[src/sv/war_pkg.sv]
package war_pkg;

    localparam int ADC_W      = 12;
    localparam int PRESS_W    = 16;
    localparam int AVG_W      = 16;
    localparam int CFG_DATA_W = 16;
    localparam int CFG_IDX_W  = 2;
    localparam int LEN_FIELD_W = 6;
    localparam int DIV_STEPS  = 16;
    localparam int STEP_W     = 4;

    localparam logic [1:0] OP_SAMPLE = 2'd0;
    localparam logic [1:0] OP_START  = 2'd1;
    localparam logic [1:0] OP_END    = 2'd2;

    localparam logic [CFG_IDX_W-1:0] CFG_BUFFER_LENGTH   = 2'd0;
    localparam logic [CFG_IDX_W-1:0] CFG_PRESSURE_GAIN   = 2'd1;
    localparam logic [CFG_IDX_W-1:0] CFG_PRESSURE_OFFSET = 2'd2;

    localparam logic signed [PRESS_W-1:0] PRESS_MAX = 16'sh7FFF;
    localparam logic signed [PRESS_W-1:0] PRESS_MIN = -16'sh8000;
    localparam logic [CFG_DATA_W-1:0] GAIN_RESET = 16'd16384;

    typedef struct packed {
        logic [1:0]       operation;
        logic [ADC_W-1:0] adc_sample;
    } in_item_t;

    typedef struct packed {
        logic signed [PRESS_W-1:0] min_pressure;
        logic [AVG_W-1:0]          average_adc;
        logic                      status;
        logic                      pressure_valid;
    } out_item_t;

    typedef enum logic [2:0] {
        ST_IDLE,
        ST_DIV,
        ST_MUL,
        ST_PUSH,
        ST_SCAN,
        ST_FIN,
        ST_OUT
    } war_state_t;

endpackage

[src/sv/window_average_running_min.sv]
// Windowed ADC averaging with a running minimum of recent window pressures.
// Input channel (in_valid/in_ready, in_data): one transfer per event. A sample
// or a window start is absorbed and produces nothing. A window end starts the
// result sequence and drops in_ready until its result is taken.
// Output channel (out_valid/out_ready, out_data): one result per window end.
// Window end: a restoring divide (one quotient bit per cycle), a multiply, a
// history write, a minimum scan over the history memory (one registered read
// per cycle) and the load of the result into the output register.
// An empty window skips all of that and shows its result the cycle after the
// transfer. The result stays in the output register while out_ready is low;
// the block takes no new item until it leaves.
// Write configuration (cfg_write, cfg_index, cfg_data) only while idle; the
// block does not enforce it. Writing buffer_length clears the history at once
// through per-entry valid bits; an invalid entry reads as the maximum pressure.
// Reset (rst_n low, asynchronous) closes the window, clears the sum, count,
// history, write index and the minimum, and loads register defaults.
module window_average_running_min
    import war_pkg::*;
#(
    parameter int HISTORY_DEPTH = 32,
    parameter int COUNT_MAX     = 65535
) (
    input  logic                  clk,
    input  logic                  rst_n,
    input  logic                  in_valid,
    output logic                  in_ready,
    input  in_item_t              in_data,
    output logic                  out_valid,
    input  logic                  out_ready,
    output out_item_t             out_data,
    input  logic                  cfg_write,
    input  logic [CFG_IDX_W-1:0]  cfg_index,
    input  logic [CFG_DATA_W-1:0] cfg_data
);

    localparam int CW = $clog2(COUNT_MAX + 1);          // count width
    localparam int SW = ADC_W + CW;                     // sum width
    localparam int LW = $clog2(HISTORY_DEPTH + 1);      // length width
    localparam int IW = (HISTORY_DEPTH > 1) ? $clog2(HISTORY_DEPTH) : 1;
    localparam int CLW = 9;                             // clamp compare width

    war_state_t state_reg, state_next;

    // configuration
    logic [LW-1:0]              len_reg;
    logic [CFG_DATA_W-1:0]      gain_reg;
    logic signed [PRESS_W-1:0]  offset_reg;

    // window accumulation
    logic [SW-1:0]  window_sum_reg;
    logic [CW-1:0]  window_count_reg;
    logic           window_open_reg;

    // divider: remainder and shifting dividend/quotient word
    logic [CW-1:0]      rem_reg;
    logic [AVG_W-1:0]   quo_reg;
    logic [STEP_W-1:0]  step_reg;
    logic [PRESS_W-1:0] scaled_reg;

    // history and scan
    logic signed [PRESS_W-1:0] hist_mem [HISTORY_DEPTH];
    logic [HISTORY_DEPTH-1:0]  hist_valid_reg;
    logic [IW-1:0]             hist_idx_reg;
    logic [LW-1:0]             scan_cnt_reg;
    logic                      rd_pend_reg;
    logic signed [PRESS_W-1:0] rd_data_reg;
    logic                      rd_valid_reg;
    logic signed [PRESS_W-1:0] min_acc_reg;
    logic signed [PRESS_W-1:0] cur_min_reg;
    logic                      have_result_reg;
    out_item_t                 out_data_reg;

    // control decoded from state
    logic in_xfer, do_div, do_mul, do_push, do_scan, do_fin;
    logic is_end, is_empty;

    // combinational datapath
    logic [CW:0]               trial;
    logic                      trial_ge;
    logic [CW-1:0]             rem_next;
    logic signed [PRESS_W+1:0] press_wide;
    logic signed [PRESS_W-1:0] press_sat;
    logic [IW-1:0]             wr_idx;
    logic [LW-1:0]             wr_idx_inc;
    logic [IW-1:0]             hist_idx_next;
    logic                      scan_more;
    logic [IW-1:0]             rd_addr;
    logic signed [PRESS_W-1:0] rd_entry;
    logic [CLW-1:0]            len_raw;
    logic [CLW-1:0]            len_clamped;

    assign is_end   = (in_data.operation == OP_END);
    assign is_empty = (window_count_reg == '0);

    // next state
    always_comb
    begin
        state_next = state_reg;
        case (state_reg)
            ST_IDLE:
            begin
                if (in_valid && is_end)
                begin
                    state_next = is_empty ? ST_OUT : ST_DIV;
                end
            end
            ST_DIV:
            begin
                if (step_reg == STEP_W'(DIV_STEPS - 1))
                begin
                    state_next = ST_MUL;
                end
            end
            ST_MUL:  state_next = ST_PUSH;
            ST_PUSH: state_next = ST_SCAN;
            ST_SCAN:
            begin
                if (scan_cnt_reg == len_reg)
                begin
                    state_next = ST_FIN;
                end
            end
            ST_FIN:  state_next = ST_OUT;
            ST_OUT:
            begin
                if (out_ready)
                begin
                    state_next = ST_IDLE;
                end
            end
            default: state_next = ST_IDLE;
        endcase
    end

    // outputs and unit enables
    always_comb
    begin
        in_ready  = 1'b0;
        out_valid = 1'b0;
        do_div    = 1'b0;
        do_mul    = 1'b0;
        do_push   = 1'b0;
        do_scan   = 1'b0;
        do_fin    = 1'b0;
        case (state_reg)
            ST_IDLE: in_ready  = 1'b1;
            ST_DIV:  do_div    = 1'b1;
            ST_MUL:  do_mul    = 1'b1;
            ST_PUSH: do_push   = 1'b1;
            ST_SCAN: do_scan   = 1'b1;
            ST_FIN:  do_fin    = 1'b1;
            ST_OUT:  out_valid = 1'b1;
            default: in_ready  = 1'b0;
        endcase
    end

    assign in_xfer  = in_valid && in_ready;
    assign out_data = out_data_reg;

    // Restoring divide step: shift in the next dividend bit, subtract if it fits.
    assign trial    = {rem_reg, quo_reg[AVG_W-1]};
    assign trial_ge = (trial >= {1'b0, window_count_reg});
    assign rem_next = trial_ge ? CW'(trial - {1'b0, window_count_reg}) : trial[CW-1:0];

    // Offset plus scaled average, saturated to the pressure range.
    assign press_wide = $signed({2'b00, scaled_reg})
                      + $signed({{2{offset_reg[PRESS_W-1]}}, offset_reg});
    always_comb
    begin
        if (press_wide > $signed({2'b00, PRESS_MAX}))
        begin
            press_sat = PRESS_MAX;
        end
        else if (press_wide < $signed({2'b11, PRESS_MIN}))
        begin
            press_sat = PRESS_MIN;
        end
        else
        begin
            press_sat = press_wide[PRESS_W-1:0];
        end
    end

    // Circular write index, wrapped at the configured length.
    assign wr_idx        = (LW'(hist_idx_reg) >= len_reg) ? '0 : hist_idx_reg;
    assign wr_idx_inc    = LW'(wr_idx) + LW'(1);
    assign hist_idx_next = (wr_idx_inc == len_reg) ? '0 : wr_idx_inc[IW-1:0];

    // Scan read address; hold it in range once all entries are issued.
    assign scan_more = (scan_cnt_reg < len_reg);
    assign rd_addr   = scan_more ? scan_cnt_reg[IW-1:0] : '0;
    assign rd_entry  = rd_valid_reg ? rd_data_reg : PRESS_MAX;

    // Clamp a written buffer length to 1..HISTORY_DEPTH.
    assign len_raw = CLW'(cfg_data[LEN_FIELD_W-1:0]);
    always_comb
    begin
        if (len_raw == '0)
        begin
            len_clamped = CLW'(1);
        end
        else if (len_raw > CLW'(HISTORY_DEPTH))
        begin
            len_clamped = CLW'(HISTORY_DEPTH);
        end
        else
        begin
            len_clamped = len_raw;
        end
    end

    // history memory, registered read
    always_ff @(posedge clk)
    begin
        if (do_push)
        begin
            hist_mem[wr_idx] <= press_sat;
        end
        rd_data_reg <= hist_mem[rd_addr];
    end

    // control state
    always_ff @(posedge clk or negedge rst_n)
    begin
        if (!rst_n)
        begin
            state_reg        <= ST_IDLE;
            len_reg          <= LW'(1);
            gain_reg         <= GAIN_RESET;
            offset_reg       <= '0;
            window_sum_reg   <= '0;
            window_count_reg <= '0;
            window_open_reg  <= 1'b0;
            hist_valid_reg   <= '0;
            hist_idx_reg     <= '0;
            rd_pend_reg      <= 1'b0;
            rd_valid_reg     <= 1'b0;
            cur_min_reg      <= '0;
            have_result_reg  <= 1'b0;
            step_reg         <= '0;
            scan_cnt_reg     <= '0;
        end
        else
        begin
            state_reg <= state_next;

            if (cfg_write)
            begin
                case (cfg_index)
                    CFG_BUFFER_LENGTH:
                    begin
                        len_reg        <= LW'(len_clamped);
                        hist_valid_reg <= '0;
                        hist_idx_reg   <= '0;
                    end
                    CFG_PRESSURE_GAIN:   gain_reg   <= cfg_data;
                    CFG_PRESSURE_OFFSET: offset_reg <= $signed(cfg_data);
                    default: ;
                endcase
            end

            if (in_xfer)
            begin
                case (in_data.operation)
                    OP_SAMPLE:
                    begin
                        if (window_open_reg && window_count_reg < CW'(COUNT_MAX))
                        begin
                            window_sum_reg   <= window_sum_reg + SW'(in_data.adc_sample);
                            window_count_reg <= window_count_reg + CW'(1);
                        end
                    end
                    OP_START:
                    begin
                        window_sum_reg   <= '0;
                        window_count_reg <= '0;
                        window_open_reg  <= 1'b1;
                    end
                    OP_END:
                    begin
                        window_open_reg <= 1'b0;
                        step_reg        <= '0;
                    end
                    default: ;
                endcase
            end

            if (do_div)
            begin
                step_reg <= step_reg + STEP_W'(1);
            end

            if (do_push)
            begin
                hist_valid_reg[wr_idx] <= 1'b1;
                hist_idx_reg           <= hist_idx_next;
                scan_cnt_reg           <= '0;
                rd_pend_reg            <= 1'b0;
            end

            if (do_scan)
            begin
                rd_valid_reg <= hist_valid_reg[rd_addr];
                rd_pend_reg  <= scan_more;
                if (scan_more)
                begin
                    scan_cnt_reg <= scan_cnt_reg + LW'(1);
                end
            end

            if (do_fin)
            begin
                cur_min_reg     <= min_acc_reg;
                have_result_reg <= 1'b1;
            end
        end
    end

    // payload registers
    always_ff @(posedge clk)
    begin
        if (in_xfer && is_end)
        begin
            rem_reg <= window_sum_reg[SW-1:ADC_W];
            quo_reg <= {window_sum_reg[ADC_W-1:0], 4'b0000};
            if (is_empty)
            begin
                out_data_reg.min_pressure   <= cur_min_reg;
                out_data_reg.average_adc    <= '0;
                out_data_reg.status         <= 1'b1;
                out_data_reg.pressure_valid <= have_result_reg;
            end
        end

        if (do_div)
        begin
            rem_reg <= rem_next;
            quo_reg <= {quo_reg[AVG_W-2:0], trial_ge};
        end

        if (do_mul)
        begin
            scaled_reg <= PRESS_W'((2 * AVG_W)'(quo_reg) * (2 * AVG_W)'(gain_reg) >> AVG_W);
        end

        if (do_push)
        begin
            min_acc_reg <= PRESS_MAX;
        end

        if (do_scan && rd_pend_reg && (rd_entry < min_acc_reg))
        begin
            min_acc_reg <= rd_entry;
        end

        if (do_fin)
        begin
            out_data_reg.min_pressure   <= min_acc_reg;
            out_data_reg.average_adc    <= quo_reg;
            out_data_reg.status         <= 1'b0;
            out_data_reg.pressure_valid <= 1'b1;
        end
    end

endmodule

[config.mk]
export PLATFORM = sky130hd
export DESIGN_NAME = window_average_running_min
export DESIGN_NICKNAME = d
export VERILOG_FILES = /design/src/sv/war_pkg.sv /design/src/sv/window_average_running_min.sv
export SDC_FILE = /design/constraint.sdc
export NUM_CORES = 2
export LEC_CHECK = 0
export BUFFER_PORTS_ARGS = -buffer_cell sky130_fd_sc_hd__buf_2
export CORE_UTILIZATION = 55
export CTS_CLUSTER_DIAMETER = 50
export CTS_CLUSTER_SIZE = 16
export DETAILED_ROUTE_END_ITERATION = 8
export PLACE_DENSITY = 0.7
export SYNTH_ARGS = -nofsm -noshare
export SYNTH_HDL_FRONTEND = slang
export SYNTH_SLANG_ARGS = --single-unit
[constraint.sdc]
create_clock -name clk -period 5.53 [get_ports clk]
set_input_delay 0.2765 -clock clk [delete_from_list [all_inputs] [get_ports clk]]
set_output_delay 0.2765 -clock clk [all_outputs]
set_load 0.03 [all_outputs]
==> impl_results.md <==
* Status: complete, but fails checks
* Failing checks: setup timing
* Share of cells above drive strength 1 at 0.1759
* Met2 usage at 0.4536
* Sequential fraction of the synthesis area at 0.5310
* Crit end category: register
* Max-cap viol count at 0
* Fmax at 168.0 MHz
* R2R Setup Slk at -0.42 ns
* Most common flop cell mapped by yosys: edfxtp_1
* DRT iter0 DRCs at 2543
* Drc violations at 0
* Area growth from synthesis to layout at 15.01%
* Placeable Area at 75950 um2
* Mapped Nets at 3863
* Clock Sink Count at 778
* CTS tree: done
* Hold Vio Cnt, Final at 0
* Crit-path most repeated cell: inv_2
* Tot GR Track Use at 0.2892
* Worst path slowest cell: fa_2
* Routed Antenna Nets at 0
* Post-route worst setup slack at -0.4210 ns
* Vias per inst at 5.963
* WL final at 110.3 mm
* # IOs at 73
* Kind of cell adding the most delay to the critical path: adder cells
* Synth cell types at 89
* I/O Buffers at 72
* RePlAce Congestion at 0.9075
* Period utilisation layout at 1.076
* Synth top area share at 0.4323
* Clock latency on the worst-skew pair at 0.65 ns
* Vias at 28460
* Global route hottest layer: met2
* Met3 GRT Util at 0.07405
* Async S/R FF share, synth at 0.1954
* Syn Std Cell Area at 42230 um2
* Layout Utilization at 0.6395
* Reg2Reg Launch Point: quo_reg[7]
* Startpoint Class: register
* Root buffer cell: clkbuf_16
* Rel. slew slack at 0.1195
* Die Footprint at 77900 um2
* Crit path max fanout at 6
* Largest net degree at the start of global routing at 65
* Crit Path Class: reg -> reg
* Worst Tran Pin Value at 1.315 ns
* Die Span Y at 279.1 um
* Post-synth EDFFs at 608
* Hold crit path type: in -> reg
* Clock skew at 0.04919 ns
* Row cnt at 101
* RSZ-0062 raised after global routing: true
* Yosys top cell by area: edfxtp_1
* Die Wd at 279.1 um
* Clk slew on worst S/H paths at 0.07 ns
* Crit path buffers/inverters at 4
* Max FFs per register at 512
* Critical path cell sequence: and2_4, fa_1, inv_2, fa_2, fa_2, inv_2, fa_2, fa_1, inv_2, fa_1, inv_2, ha_4, a21oi_4, o211ai_1, a221oi_2, o21ai_2, o41a_1, a21oi_2, mux2i_1, nand3_1
* Grt total ovfl at 0
* Most numerous cell in the Yosys netlist: edfxtp_1
* Slew Viols, Final at 0
* Post-layout minimum cycle time at 5.951 ns
* Hold Startpoint: in_valid
* Register bit count reported by yosys at 778
* Post-DP HPWL at 75.13 mm
* Worst endpoint data arrival time at 6.35 ns
* Initial antenna violation count at 9
* Max incr delay on CP at 0.54 ns
* Synth Instances at 3447
* Worst Hold Endpoint: window_open_reg
* Met1 usage at 0.3903
* Vias in the first global route at 29328
* First-pass DRT Iterations at 7
* Clock buffer depth at 3
* Final nets at 4087
* Synth warn at 0
* Num CTS Buffers at 85
* H-tree levels at 3
* Avg Synthesized Cell Area at 12.25 um2
* First-pass GRT wire length at 169.8 mm
* Critical Path RT at 5.93 ns
* R2R Path End: scaled_reg[13]
* Hold depth at 4
* Final setup fails at 12
* DR WL/cell at 23.12 um
* Synth top area cells: edfxtp_1 (43%), fa_1 (9.3%), dfrtp_1 (8.9%)
* Worst Reg-to-Reg Cells at 20
* Initial Utilization at 0.5561
* Synth top cells by count: edfxtp_1 (608), nand2_1 (355), inv_1 (306)
==> per-stage QoR <==
step | TNS [ns] | area (um2) | setup slack [ns] | hold WS, ns | instances
after floorplan | -1.217 | 42370 | -0.3233 | -0.01909 | 3447
after global placement | -5.672 | 44840 | -0.5636 | 0.2305 | 4582
after detailed placement | -6.429 | 44840 | -0.6305 | 0.2303 | 4582
after CTS | -2.492 | 48500 | -0.3784 | 0.06369 | 4771
after global routing | -6.332 | 48570 | -0.6207 | 0.1037 | 4773
final | -3.122 | 48570 | -0.4210 | 0.09211 | 4773
==> cell families (layout without fill, tap and decap cells) <==
group                      Yosys count  count (layout)  share of synthesized area
and+or+nand+nor                    985             985                     0.1148
xor gates and xnor gates            79              79                    0.01638
buffers and inverters              469             763                    0.04539
other                                0               2                          0
AOI/OAI and AO/OA                  568             568                    0.09335
adders and majority gates          379             379                     0.1471
DFF                                778             778                     0.5310
muxes                              189             189                    0.05194
==> metal layers <==
metal	vias up	wire length, um
li1	12677	-
met1	14323	45290
met2	1179	50720
met3	271	10350
met4	10	3909
met5	-	66
==> area by class of cell <==
class	count	area, um2
clock inverters	58	842.1
diodes	2	5.005
fillers	5642	27380
flip-flops and latches	778	22440
repair buffers	300	2258
multi-input cells	2200	18340
inverters	306	1149
well taps	1030	1289
clock buffers	99	2252
==> worst max path at each step <==
stage                     end  depth (start not counted)  slack [ns]       start
2_1_floorplan  scaled_reg[13]                         22       -0.32  quo_reg[5]
3_3_place_gp   scaled_reg[13]                         20       -0.56  quo_reg[5]
3_5_place_dp   scaled_reg[13]                         20       -0.63  quo_reg[5]
4_1_cts        scaled_reg[13]                         21       -0.38  quo_reg[5]
5_1_grt        scaled_reg[13]                         20       -0.62  quo_reg[7]
6_report       scaled_reg[13]                         20       -0.42  quo_reg[7]
==> worst reg2reg max path, delay by kind of cell (launching register included) <==
family | cells | cell delay [ns]
mux | 1 | 0.21
fa+ha+maj | 7 | 3.19
flops | 1 | 0.50
buf+inv | 4 | 0.20
simple gates | 2 | 0.31
compound gates | 6 | 1.37
==> cells in the final DEF (no fill, tap or decap), drive strengths merged, types with 68 or more instances in the layout <==
master,Yosys,routed
buf,51,282
inv,306,322
mux2i,119,119
nand3,68,68
nor2,156,156
fa,196,196
ha,183,183
o21ai,136,136
and2,162,162
clkbuf,112,99
nand2,355,355
a21oi,81,81
dfrtp,150,150
edfxtp,608,608
==> what timing repair did <==
item	4_1_cts	5_1_grt
gates resized for setup	69	23
setup endpoints to repair	16	16
hold buffers	18	0
pin swaps	60	20
endpoints found under the hold margin	67	0
buffers inserted	17	1
gates cloned	0	0
Power is left out: the tool's default activity adds up to more than one toggle a clock period on the data nets, which glitch-free logic cannot reach.
